## src/hdl/mlm_pkg.sv

```systemverilog
`timescale 1ns / 1ps
package mlm_pkg;

    localparam int MUTEX_SLOTS_DEF = 16;
    localparam int QUEUE_DEPTH_DEF = 16;
    localparam int MAX_RESULTS     = 16;
    localparam int NEMIT_W         = $clog2(MAX_RESULTS + 1);

    typedef enum logic [2:0] {
        OP_LOCK   = 3'd0,
        OP_UNLOCK = 3'd1,
        OP_CANCEL = 3'd2,
        OP_EXIT   = 3'd3,
        OP_CLEAR  = 3'd4
    } t_op;

    typedef enum logic [1:0] {
        CODE_OK    = 2'd0,
        CODE_WRONG = 2'd1,
        CODE_AGAIN = 2'd2,
        CODE_FULL  = 2'd3
    } t_code;

    // Engine to response stage.
    typedef struct packed {
        logic        emit;
        logic        flush;
        logic [31:0] reply_to;
        t_code       reply_code;
    } t_rsp_ctl;

    // Response stage to engine.
    typedef struct packed {
        logic emit_ok;
        logic flush_ok;
    } t_rsp_sts;

endpackage

```

## src/hdl/mlm_if.sv

```systemverilog


interface mlm_rsp_if;
    logic               valid;
    logic               ready;
    logic signed [31:0] reply_to;
    logic [1:0]         reply_code;
    logic               last;

    modport source (output valid, output reply_to, output reply_code, output last,
                    input ready);
    modport sink   (input valid, input reply_to, input reply_code, input last,
                    output ready);
endinterface

```

## src/hdl/mlm_rsp_stage.sv

```systemverilog
`timescale 1ns / 1ps
module mlm_rsp_stage (
    input  logic                i_clk,
    input  logic                i_rst_n,
    input  mlm_pkg::t_rsp_ctl   i_ctl,
    output mlm_pkg::t_rsp_sts   o_sts,
    mlm_rsp_if.source           o_rsp
);

    // One reply is held back until the next one or the end of the request
    // shows whether it is the final one.
    logic                r_pend_v;
    logic [31:0]         r_pend_to;
    mlm_pkg::t_code      r_pend_code;
    logic                r_ov;
    logic [31:0]         r_o_to;
    mlm_pkg::t_code      r_o_code;
    logic                r_o_last;
    logic                w_ofree;
    logic                w_take;
    logic                w_fl;

    assign w_ofree        = !r_ov || o_rsp.ready;
    assign o_sts.emit_ok  = !r_pend_v || w_ofree;
    assign o_sts.flush_ok = !r_pend_v || w_ofree;
    assign w_take         = i_ctl.emit && o_sts.emit_ok;
    assign w_fl           = !w_take && i_ctl.flush && r_pend_v && w_ofree;

    always_ff @(posedge i_clk) begin
        if (!i_rst_n) begin
            r_pend_v <= 1'b0;
            r_ov     <= 1'b0;
        end else begin
            if (r_ov && o_rsp.ready) begin
                r_ov <= 1'b0;
            end
            if (w_take) begin
                if (r_pend_v) begin
                    r_ov <= 1'b1;
                end
                r_pend_v <= 1'b1;
            end else if (w_fl) begin
                r_ov     <= 1'b1;
                r_pend_v <= 1'b0;
            end
        end
    end

    always_ff @(posedge i_clk) begin
        if (w_take) begin
            r_pend_to   <= i_ctl.reply_to;
            r_pend_code <= i_ctl.reply_code;
            if (r_pend_v) begin
                r_o_to   <= r_pend_to;
                r_o_code <= r_pend_code;
                r_o_last <= 1'b0;
            end
        end else if (w_fl) begin
            r_o_to   <= r_pend_to;
            r_o_code <= r_pend_code;
            r_o_last <= 1'b1;
        end
    end

    assign o_rsp.valid      = r_ov;
    assign o_rsp.reply_to   = r_o_to;
    assign o_rsp.reply_code = r_o_code;
    assign o_rsp.last       = r_o_last;

endmodule

```

## src/flat_wrapper.sv

```systemverilog
// flat-port wrapper written by rule: the top's interface ports become plain ports
module mlm_rsp_stage_flat 
  (i_clk, i_rst_n, i_ctl, o_sts, o_rsp_valid, o_rsp_reply_to, o_rsp_reply_code, o_rsp_last, o_rsp_ready);
  mlm_rsp_if o_rsp_i ();
  input  logic i_clk;
  input  logic i_rst_n;
  input  mlm_pkg::t_rsp_ctl i_ctl;
  output mlm_pkg::t_rsp_sts o_sts;
  output wire logic [$bits(o_rsp_i.valid)-1:0] o_rsp_valid;
  output wire logic [$bits(o_rsp_i.reply_to)-1:0] o_rsp_reply_to;
  output wire logic [$bits(o_rsp_i.reply_code)-1:0] o_rsp_reply_code;
  output wire logic [$bits(o_rsp_i.last)-1:0] o_rsp_last;
  input wire logic [$bits(o_rsp_i.ready)-1:0] o_rsp_ready;
  assign o_rsp_valid = o_rsp_i.valid;
  assign o_rsp_reply_to = o_rsp_i.reply_to;
  assign o_rsp_reply_code = o_rsp_i.reply_code;
  assign o_rsp_last = o_rsp_i.last;
  assign o_rsp_i.ready = o_rsp_ready;
  mlm_rsp_stage u_core (.i_clk(i_clk), .i_rst_n(i_rst_n), .i_ctl(i_ctl), .o_sts(o_sts), .o_rsp(o_rsp_i));
endmodule
```

## config.mk

```make
export PLATFORM = sky130hd
export DESIGN_NAME = mlm_rsp_stage_flat
export DESIGN_NICKNAME = d
export VERILOG_FILES = /design/src/hdl/mlm_pkg.sv /design/src/hdl/mlm_if.sv /design/src/hdl/mlm_rsp_stage.sv /design/src/flat_wrapper.sv
export SDC_FILE = /design/constraint.sdc
export NUM_CORES = 1
export LEC_CHECK = 0
export BUFFER_PORTS_ARGS = -buffer_cell sky130_fd_sc_hd__buf_4
export CAP_MARGIN = 0
export CORE_MARGIN = 2
export CORE_UTILIZATION = 48
export DETAILED_ROUTE_END_ITERATION = 10
export GPL_ROUTABILITY_DRIVEN = 0
export PLACE_DENSITY = 0.77
export SLEW_MARGIN = 30
export SYNTH_ARGS = -nofsm -noshare
export SYNTH_HDL_FRONTEND = slang
export SYNTH_SLANG_ARGS = --single-unit
```

## constraint.sdc

```tcl
create_clock -name i_clk -period 3.16 [get_ports i_clk]
set_input_delay 0.316 -clock i_clk [delete_from_list [all_inputs] [get_ports i_clk]]
set_output_delay 0.316 -clock i_clk [all_outputs]
set_load 0.02 [all_outputs]
```

==> impl_metrics.csv, run 1 <==
group,metric,value,unit
clock_tree,post-cts-setup-buffers,0,
critical_path,path_max_fanout,18,
critical_path,r2r_cells,3,
clock_tree,ctsResizeCount,0,
global_route,grt_pass1_vias,1071,
hold_path,hold_path_end,"u_core.r_pend_to[15]",
drt,vias,1041,
clock_tree,tritoncts,"done",
layout,fin_area,3090,sq um
synth,synth_simple_gate_area_frac,0.0149,
synth,ys_types,12,
critical_path,r2r_setup_slack,1370,ps
sta,skew,7.63,ps
placement,dp_hpwl,2520,um
synth,synth.cell_area,2180,sq um
sta,maxSlewHeadroom,0.534,
synth,synth_edf_count,69,
critical_path,timing_worst_setup_path_type,"flip-flop to flip-flop",
layout,num_antenna_cells,0,
drt,drtIter0Drc,71,
critical_path,critPathRequiredTime,3180,ps
synth,yosys.area.top_type_share,0.951,
hold_path,hold_path_class,"input pin to flip-flop",
critical_path,worst_setup_path_end_kind,"flip-flop",
sta,worst_slack,1370,ps
synth,ys_seq_elements,71,
synth,avgSynthCellArea,26.6,sq um
clock_tree,clock-root-buffer,"clkbuf_8",
sta,slew_viol_final,0,
job,cap_violations,0,
placement,dpl_worst_slack,1270,ps
clock_tree,cts.clk_slew.worst_paths,70,ps
drt,routed_wl,3550,um
synth,ys_warn_count,0,
hold_path,hold_path_depth,1,
placement,portBuffers,76,
synth,netlist_instances,82,
drt,wire_per_inst,15.6,um
synth,synthMuxAreaShare,0,
layout,area_growth,42.0,%
sta,finalSetupTns,0,ps
synth,synth.most_common_cell,"edfxtp_1",
sta,finalSetupViolCount,0,
synth,synth_top_family_by_area,"simple AND/OR/NAND/NOR gates",
die,die_h,71.4,um
synth,synthAdderAreaFrac,0,
clock_tree,ctsLongestPathBuffers,2,
global_route,grt-ovfl-total,0,
sta,grt_setup_unrepaired,"no",
drt,first_pass_iters,4,
sta,fmax,560,MHz
die,coreArea,4350,sq um
synth,async_flop_share,0,
hold_path,worstHoldStart,"i_ctl[17]",
synth,synth_compound_area_frac,0.0109,
sta,period_share,0.565,
drt,drtAntennaViolNets,0,
synth,synthTopCellsByArea,"edfxtp_1, dfxtp_1, o21ai_1",
synth,synth_common_cells,"edfxtp_1, dfxtp_1, o21ai_1",
die,ioPinCount,77,
global_route,grt_antenna_before_repair,0,
synth,syn_nets,121,
power_and_ir_drop,total_power,2.08,mW
die,rows,24,
power_and_ir_drop,irDropWorstVdd,368,uV
power_and_ir_drop,p_leak,1.21,nW
clock_tree,clkSinkCount,71,
critical_path,reg2reg_to,"u_core.r_pend_to[7]",
die,die-area,5100,sq um
global_route,grt_first_pass_wirelength,5310,um
sta,final_hold_viol_count,0,
global_route,grt_max_degree,36,
layout,fillCellCount,259,
status,status,"finished clean",
sta,hold_ws,156,ps
clock_tree,cts_made_buffers,9,
critical_path,timing.rr.start,"u_core.o_rsp.valid",
clock_tree,insertion_delay,330,ps
critical_path,crit_arrival,1800,ps
layout,fin_nets,209,
synth,yosys.area.top_type,"edfxtp_1",
die,initial_core_util,0.501,
sta,tightest_slew,700,ps
drt,via_per_inst,4.59,
layout,drive_gt1_frac,0.549,
drt,drc,0,
sta,period_minus_slack,1790,ps
global_route,grt_usage,0.149,
placement,place_area,2820,sq um
synth,synth_xor_area_frac,0,
power_and_ir_drop,power_density,672,nW/um^2
synth,synth_top_flop_cell,"edfxtp_1",
synth,synth-seq-area-share,0.969,
clock_tree,htree_levels,3,
clock_tree,hold_buffers,0,
die,die_width,71.4,um
critical_path,crit_path_start_kind,"flip-flop",
==> metal layers <==
metal	part of all wire	routed length, um	global-route usage	vias up
met5	0	0	0	-
met4	0.014	51	0.101	0
met3	0.10	362	0.0633	6
met2	0.47	1680	0.213	57
met1	0.41	1450	0.186	477
li1	-	-	-	501
==> cell usage in the layout, fill, tap and decap left out, drive strengths merged <==
master     n
clkinv     2
nand3b     1
clkinvlp   1
edfxtp    69
nand2b     1
inv        2
a21boi     1
nor2b      1
dfxtp      2
and2       1
buf       78
clkbuf     9
a31oi      1
bufinv     3
o21ai      2
nand2      1
==> sequential cells by signal (all words and copies together), names as in the netlist <==
| register | count |
|---|---|
| u_core.o_rsp.last | 1 |
| u_core.r_pend_v | 1 |
| u_core.o_rsp.valid | 1 |
| u_core.o_rsp.reply_to | 32 |
| u_core.r_pend_code | 2 |
| u_core.o_rsp.reply_code | 2 |
| u_core.r_pend_to | 32 |
==> layout make-up <==
| type | instances | area [sq um] | share of cell area |
|---|---|---|---|
| flip-flops and latches | 71 | 2110 | 0.683 |
| repair buffers | 78 | 606 | 0.196 |
| clock buffers | 9 | 124 | 0.0400 |
| clock inverters | 7 | 120 | 0.0388 |
| well taps | 52 | 65.1 | 0.0210 |
| multi-input cells | 9 | 63.8 | 0.0206 |
| inverters | 1 | 3.75 | 0.00121 |
==> how the worst max path moves through the flow <==
stage / end / cells after the start / startpoint / slack [ps]
after floorplan: u_core.o_rsp.last / 2 / u_core.o_rsp.valid / 640
after global placement: u_core.r_pend_to[15] / 4 / o_rsp_ready / 1330
after global routing: u_core.r_pend_to[29] / 3 / u_core.o_rsp.valid / 1250
final: u_core.r_pend_to[7] / 3 / u_core.o_rsp.valid / 1370
after detailed placement: u_core.r_pend_to[20] / 4 / o_rsp_ready / 1270
after CTS: u_core.r_pend_to[7] / 3 / u_core.o_rsp.valid / 1340
==> through the flow <==
step | util | instances
after floorplan | - | 82
after global placement | 0.648 | 210
after detailed placement | 0.648 | 210
after CTS | 0.704 | 226
after global routing | 0.711 | 227
final | 0.711 | 227
==> worst max-delay path, stage by stage, from the launching register on <==
cell,delay [ps]
dfxtp_1,340
nand3b_1,150
and2_1,600
buf_4,380
==> logic make-up after synthesis <==
logic type	Yosys count
simple gates	5
compound gates	4
buf+inv	2
flops	71
==> where the power goes <==
group,internal [mW],switching (mW)
registers,1.09,0.0131
logic,0.0622,0.0649
clock network,0.526,0.322
total,1.68,0.400
(Power assumes the default switching activity.)
==> run 2: changes to the inputs <==
==> constraint.sdc (replaced) <==
create_clock -name i_clk -period 1.85 [get_ports i_clk]
set_input_delay 0.185 -clock i_clk [delete_from_list [all_inputs] [get_ports i_clk]]
set_output_delay 0.185 -clock i_clk [all_outputs]
set_load 0.02 [all_outputs]
==> run 2 against run 1 <==
  * Clock skew down 2.5 ps
  * Sequential power grew 72%
  * Die area unchanged
  * Register-to-register slack got worse by 1100 ps
  * Combinational power up 65%
  * Utilization is 2.1 points lower
  * Via count increased by 1.7%
  * Critical path depth down 1
  * Fmax is 14% higher
  * Worst setup slack worse by 1100 ps
==> impl_metrics.csv, run 2 (synthesized netlist as in run 1, its figures left out) <==
group,metric,value,unit
clock_tree,clock-root-buffer,"clkbuf_8",
power_and_ir_drop,irDropWorstVdd,611,uV
clock_tree,ctsLongestPathBuffers,2,
drt,vias,1059,
placement,place_area,2820,sq um
drt,via_per_inst,4.69,
drt,wl_met3,363,um
layout,drive_gt1_frac,0.534,
power_and_ir_drop,switching_power,0.648,mW
sta,hold_ws,27.7,ps
drt,wire_per_inst,16.2,um
sta,finalSetupTns,0,ps
critical_path,crit_arrival,1520,ps
clock_tree,clkSinkCount,71,
clock_tree,insertion_delay,330,ps
hold_path,hold_path_class,"input pin to flip-flop",
critical_path,critPathRequiredTime,1810,ps
sta,period_share,0.845,
job,cap_violations,0,
sta,finalSetupViolCount,0,
power_and_ir_drop,total_power,3.22,mW
placement,dp.cells,210,
die,initial_core_util,0.501,
power_and_ir_drop,p_int,2.57,mW
power_and_ir_drop,pwr-share-seq,0.585,
sta,slew_viol_final,0,
critical_path,crit_path_start_kind,"flip-flop",
sta,skew,5.08,ps
clock_tree,tritoncts,"done",
layout,fin_nets,208,
drt,met2_length,1760,um
drt,routed_wl,3660,um
clock_tree,cts_made_buffers,9,
power_and_ir_drop,p_leak,1.17,nW
global_route,grt_max_degree,36,
sta,final_hold_viol_count,0,
global_route,grt_pass1_vias,1127,
drt,drtIter0Drc,108,
power_and_ir_drop,power_density,1070,nW/um^2
layout,num_antenna_cells,0,
clock_tree,post-cts-setup-buffers,0,
sta,maxSlewHeadroom,0.479,
power_and_ir_drop,pwr-share-comb,0.065,
layout,area_growth,37.8,%
sta,grt_setup_unrepaired,"no",
drt,wl_met1,1450,um
layout,fin_util,0.690,
sta,worst_slack,286,ps
drt,drtAntennaViolNets,0,
sta,fmax,639,MHz
global_route,grt-ovfl-total,0,
die,die-area,5100,sq um
clock_tree,ctsResizeCount,0,
die,rows,24,
power_and_ir_drop,p_sw_frac,0.201,
die,die_width,71.4,um
clock_tree,cts.clk_slew.worst_paths,70,ps
sta,period_minus_slack,1560,ps
global_route,grt_first_pass_wirelength,5430,um
layout,final_common_cell,"buf_4",
placement,portBuffers,76,
placement,dpl_worst_slack,289,ps
clock_tree,hold_buffers,0,
critical_path,worst_setup_path_end_kind,"flip-flop",
die,ioPinCount,77,
die,die_h,71.4,um
sta,tightest_slew,782,ps
critical_path,timing_worst_setup_path_type,"flip-flop to flip-flop",
drt,dr.max_layer_used,"met4",
drt,first_pass_iters,4,
clock_tree,htree_levels,3,
global_route,grt_usage,0.151,
status,status,"finished clean",
placement,dp_hpwl,2520,um
power_and_ir_drop,power.share.clock,0.350,
drt,drc,0,
layout,fin_area,3000,sq um
layout,instances_no_fill,226,
critical_path,path_max_fanout,34,
die,coreArea,4350,sq um
layout,final_cell_mix,"buf_4, edfxtp_1, clkbuf_8",
global_route,grt_antenna_before_repair,0,
[run 2: per-layer routing]
layer / up-vias / GRT usage
met2: 64 / 0.226
li1: 498 / -
met3: 9 / 0.0563
met5: - / 0
met1: 488 / 0.183
met4: 0 / 0.107
[run 2: power by group through the flow]
stage          registers, mW  logic (mW)  clock network, mW
3_5_place_dp            1.92       0.211                  0
4_1_cts                 1.89       0.212               1.15
6_report                1.89       0.209               1.13
3_3_place_gp            1.92       0.205                  0
2_1_floorplan           1.96      0.0350                  0
5_1_grt                 1.89       0.222               1.21
[run 2: final timing paths]
| path | start | end | slack, ps | depth (start not counted) |
|---|---|---|---|---|
| worst max register to register | u_core.o_rsp.valid | u_core.r_pend_to[14] | 290 | 2 |
| worst min register to register | u_core.r_pend_to[6] | u_core.o_rsp.reply_to[6] | 420 | 0 |
| worst max-delay path | u_core.o_rsp.valid | u_core.r_pend_to[14] | 290 | 2 |
| worst min-delay path | i_ctl[21] | u_core.r_pend_to[19] | 30 | 1 |
[run 2: final cells by class]
cell class | count | area [sq um]
clock buffer | 11 | 131
inverter | 1 | 3.75
clock inverter | 5 | 48.8
multi-input combinational | 9 | 65.1
sequential | 71 | 2110
tap | 52 | 65.1
timing repair buffer | 77 | 578
fill | 281 | 1350
[run 2: critical path, stage by stage (launching register included)]
cell and delay (ps):
dfxtp_1 340, nand3b_1 160, and2_2 690
==> run 3: changes to the inputs <==
==> constraint.sdc (replaced) <==
create_clock -name i_clk -period 1.48 [get_ports i_clk]
set_input_delay 0.148 -clock i_clk [delete_from_list [all_inputs] [get_ports i_clk]]
set_output_delay 0.148 -clock i_clk [all_outputs]
set_load 0.02 [all_outputs]
==> run 3 against run 2 <==
  * First-iteration DRC count down 35%
  * Clock power up 4%
  * Wire length up 5.8%
  * Sequential power is 25% higher
  * Clock skew grew 2.8 ps
  * Highest routed layer unchanged
  * Largest power group unchanged
  * Critical path type is now flip-flop to primary output
  * Non-clock buffer count up 36
==> impl_metrics.csv, run 3 (synthesized netlist as in run 1, its figures left out) <==
group,metric,value,unit
sta,period_share,0.803,
layout,final_common_cell,"buf_4",
clock_tree,htree_levels,3,
clock_tree,ctsResizeCount,0,
die,die_width,71.4,um
sta,tightest_slew,281,ps
critical_path,r2r_setup_slack,300,ps
sta,finalSetupViolCount,0,
clock_tree,cts.clk_slew.worst_paths,60,ps
critical_path,r2r_cells,3,
clock_tree,tritoncts,"done",
power_and_ir_drop,irDropWorstVdd,637,uV
power_and_ir_drop,power_density,1160,nW/um^2
hold_path,hold_path_class,"input pin to flip-flop",
critical_path,path_max_fanout,4,
drt,drtIter0Drc,70,
drt,routed_wl,3870,um
layout,num_antenna_cells,0,
die,ioPinCount,77,
global_route,grt-ovfl-total,0,
clock_tree,ctsLongestPathBuffers,2,
layout,final_cell_mix,"buf_4, edfxtp_1, dlygate4sd3_1",
global_route,grt_pass1_vias,1282,
layout,fin_nets,244,
layout,fin_area,3350,sq um
critical_path,crit_path_start_kind,"flip-flop",
placement,portBuffers,76,
die,rows,24,
drt,via_per_inst,4.67,
layout,area_growth,53.7,%
clock_tree,clock-root-buffer,"clkbuf_8",
sta,period_minus_slack,1190,ps
sta,final_hold_viol_count,0,
drt,first_pass_iters,4,
sta,finalSetupTns,0,ps
job,cap_violations,0,
clock_tree,clkSinkCount,71,
sta,skew,7.92,ps
sta,maxSlewHeadroom,0.811,
drt,vias,1215,
sta,grt_setup_unrepaired,"no",
global_route,grt_first_pass_wirelength,6040,um
critical_path,critical_path.startpoint,"u_core.o_rsp.valid",
critical_path,timing.rr.start,"u_core.o_rsp.valid",
global_route,grt_max_degree,35,
die,die_h,71.4,um
power_and_ir_drop,p_leak,1.31,nW
placement,dp.cells,212,
die,coreArea,4350,sq um
critical_path,reg2reg_to,"u_core.r_pend_to[28]",
placement,place_area,2870,sq um
sta,slew_viol_final,0,
drt,drc,0,
clock_tree,cts_made_buffers,9,
sta,fmax,842,MHz
placement,dp_hpwl,2370,um
die,die-area,5100,sq um
clock_tree,insertion_delay,320,ps
power_and_ir_drop,total_power,3.89,mW
critical_path,crit_arrival,1040,ps
layout,drive_gt1_frac,0.447,
status,status,"finished clean",
layout,instances_no_fill,260,
critical_path,worstSetupEndpoint,"o_sts[1]",
drt,drtAntennaViolNets,0,
drt,wire_per_inst,14.9,um
die,initial_core_util,0.501,
critical_path,timing_worst_setup_path_type,"flip-flop to primary output",
critical_path,critPathRequiredTime,1330,ps
global_route,grt_usage,0.165,
layout,fillCellCount,243,
critical_path,worst_setup_path_end_kind,"primary output",
global_route,grt_antenna_before_repair,0,
run 3: changes by cell type in the layout (fill, tap and decap cells not counted):
cell | previous run | this run
and2_2 | 1 | 0
and2_4 | 0 | 1
dlygate4sd3_1 | 0 | 34
clkbuf_1 | 2 | 3
clkinv_1 | 1 | 0
clkinv_2 | 3 | 2
buf_12 | 0 | 2
bufinv_16 | 1 | 0
run 3: metrics by stage:
| stage | util | worst slack, ps | hold slack [ps] |
|---|---|---|---|
| after detailed placement | 0.658 | 294 | 327 |
| final | 0.770 | 292 | 30.1 |
| after global placement | 0.658 | 356 | 328 |
| after global routing | 0.770 | 220 | 14.2 |
| after CTS | 0.770 | 262 | 5.74 |
| after floorplan | - | 11.8 | 247 |
run 3: worst min-delay path by stage:
stage	slack, ps	depth (start not counted)	end	start
floorplan	250	0	u_core.r_pend_code[0]	i_ctl[0]
global placement	330	1	u_core.r_pend_to[15]	i_ctl[17]
detailed placement	330	1	u_core.r_pend_to[5]	i_ctl[7]
CTS	6	2	u_core.r_pend_v	i_ctl[34]
global route	10	2	u_core.r_pend_v	i_ctl[34]
finish	30	2	u_core.r_pend_v	i_ctl[34]
run 3: area by class of cell:
type / count / area, sq um / area share
Multi-Input combinational cell: 9 / 66.3 / 0.0198
Timing Repair Buffer: 113 / 958 / 0.286
Sequential cell: 71 / 2110 / 0.630
Inverter: 1 / 3.75 / 0.00112
Clock buffer: 12 / 135 / 0.0403
Clock inverter: 2 / 10.0 / 0.00299
Tap cell: 52 / 65.1 / 0.0194
run 3: repair_timing:
item | 4_1_cts | 5_1_grt
buffers inserted | 0 | 0
hold endpoints to repair | 34 | 0
hold buffers | 34 | 0
run 3: worst max-delay path, stage by stage, from the launching register on:
cell and delay (ps):
dfxtp_1 370, nand3b_1 160, buf_4 200
run 3: power breakdown:
part           internal (mW)  switching (mW)  leakage (nW)
combinational          0.196           0.154         0.564
sequential              2.33          0.0295         0.673
clock                  0.586           0.597        0.0761
run 3: per-layer routing:
metal | track usage | share of wire | vias up
li1 | - | - | 566
met1 | 0.185 | 0.39 | 581
met2 | 0.276 | 0.52 | 66
met3 | 0.0731 | 0.088 | 2
met4 | 0.0692 | 0.0026 | 0
met5 | 0 | 0 | -
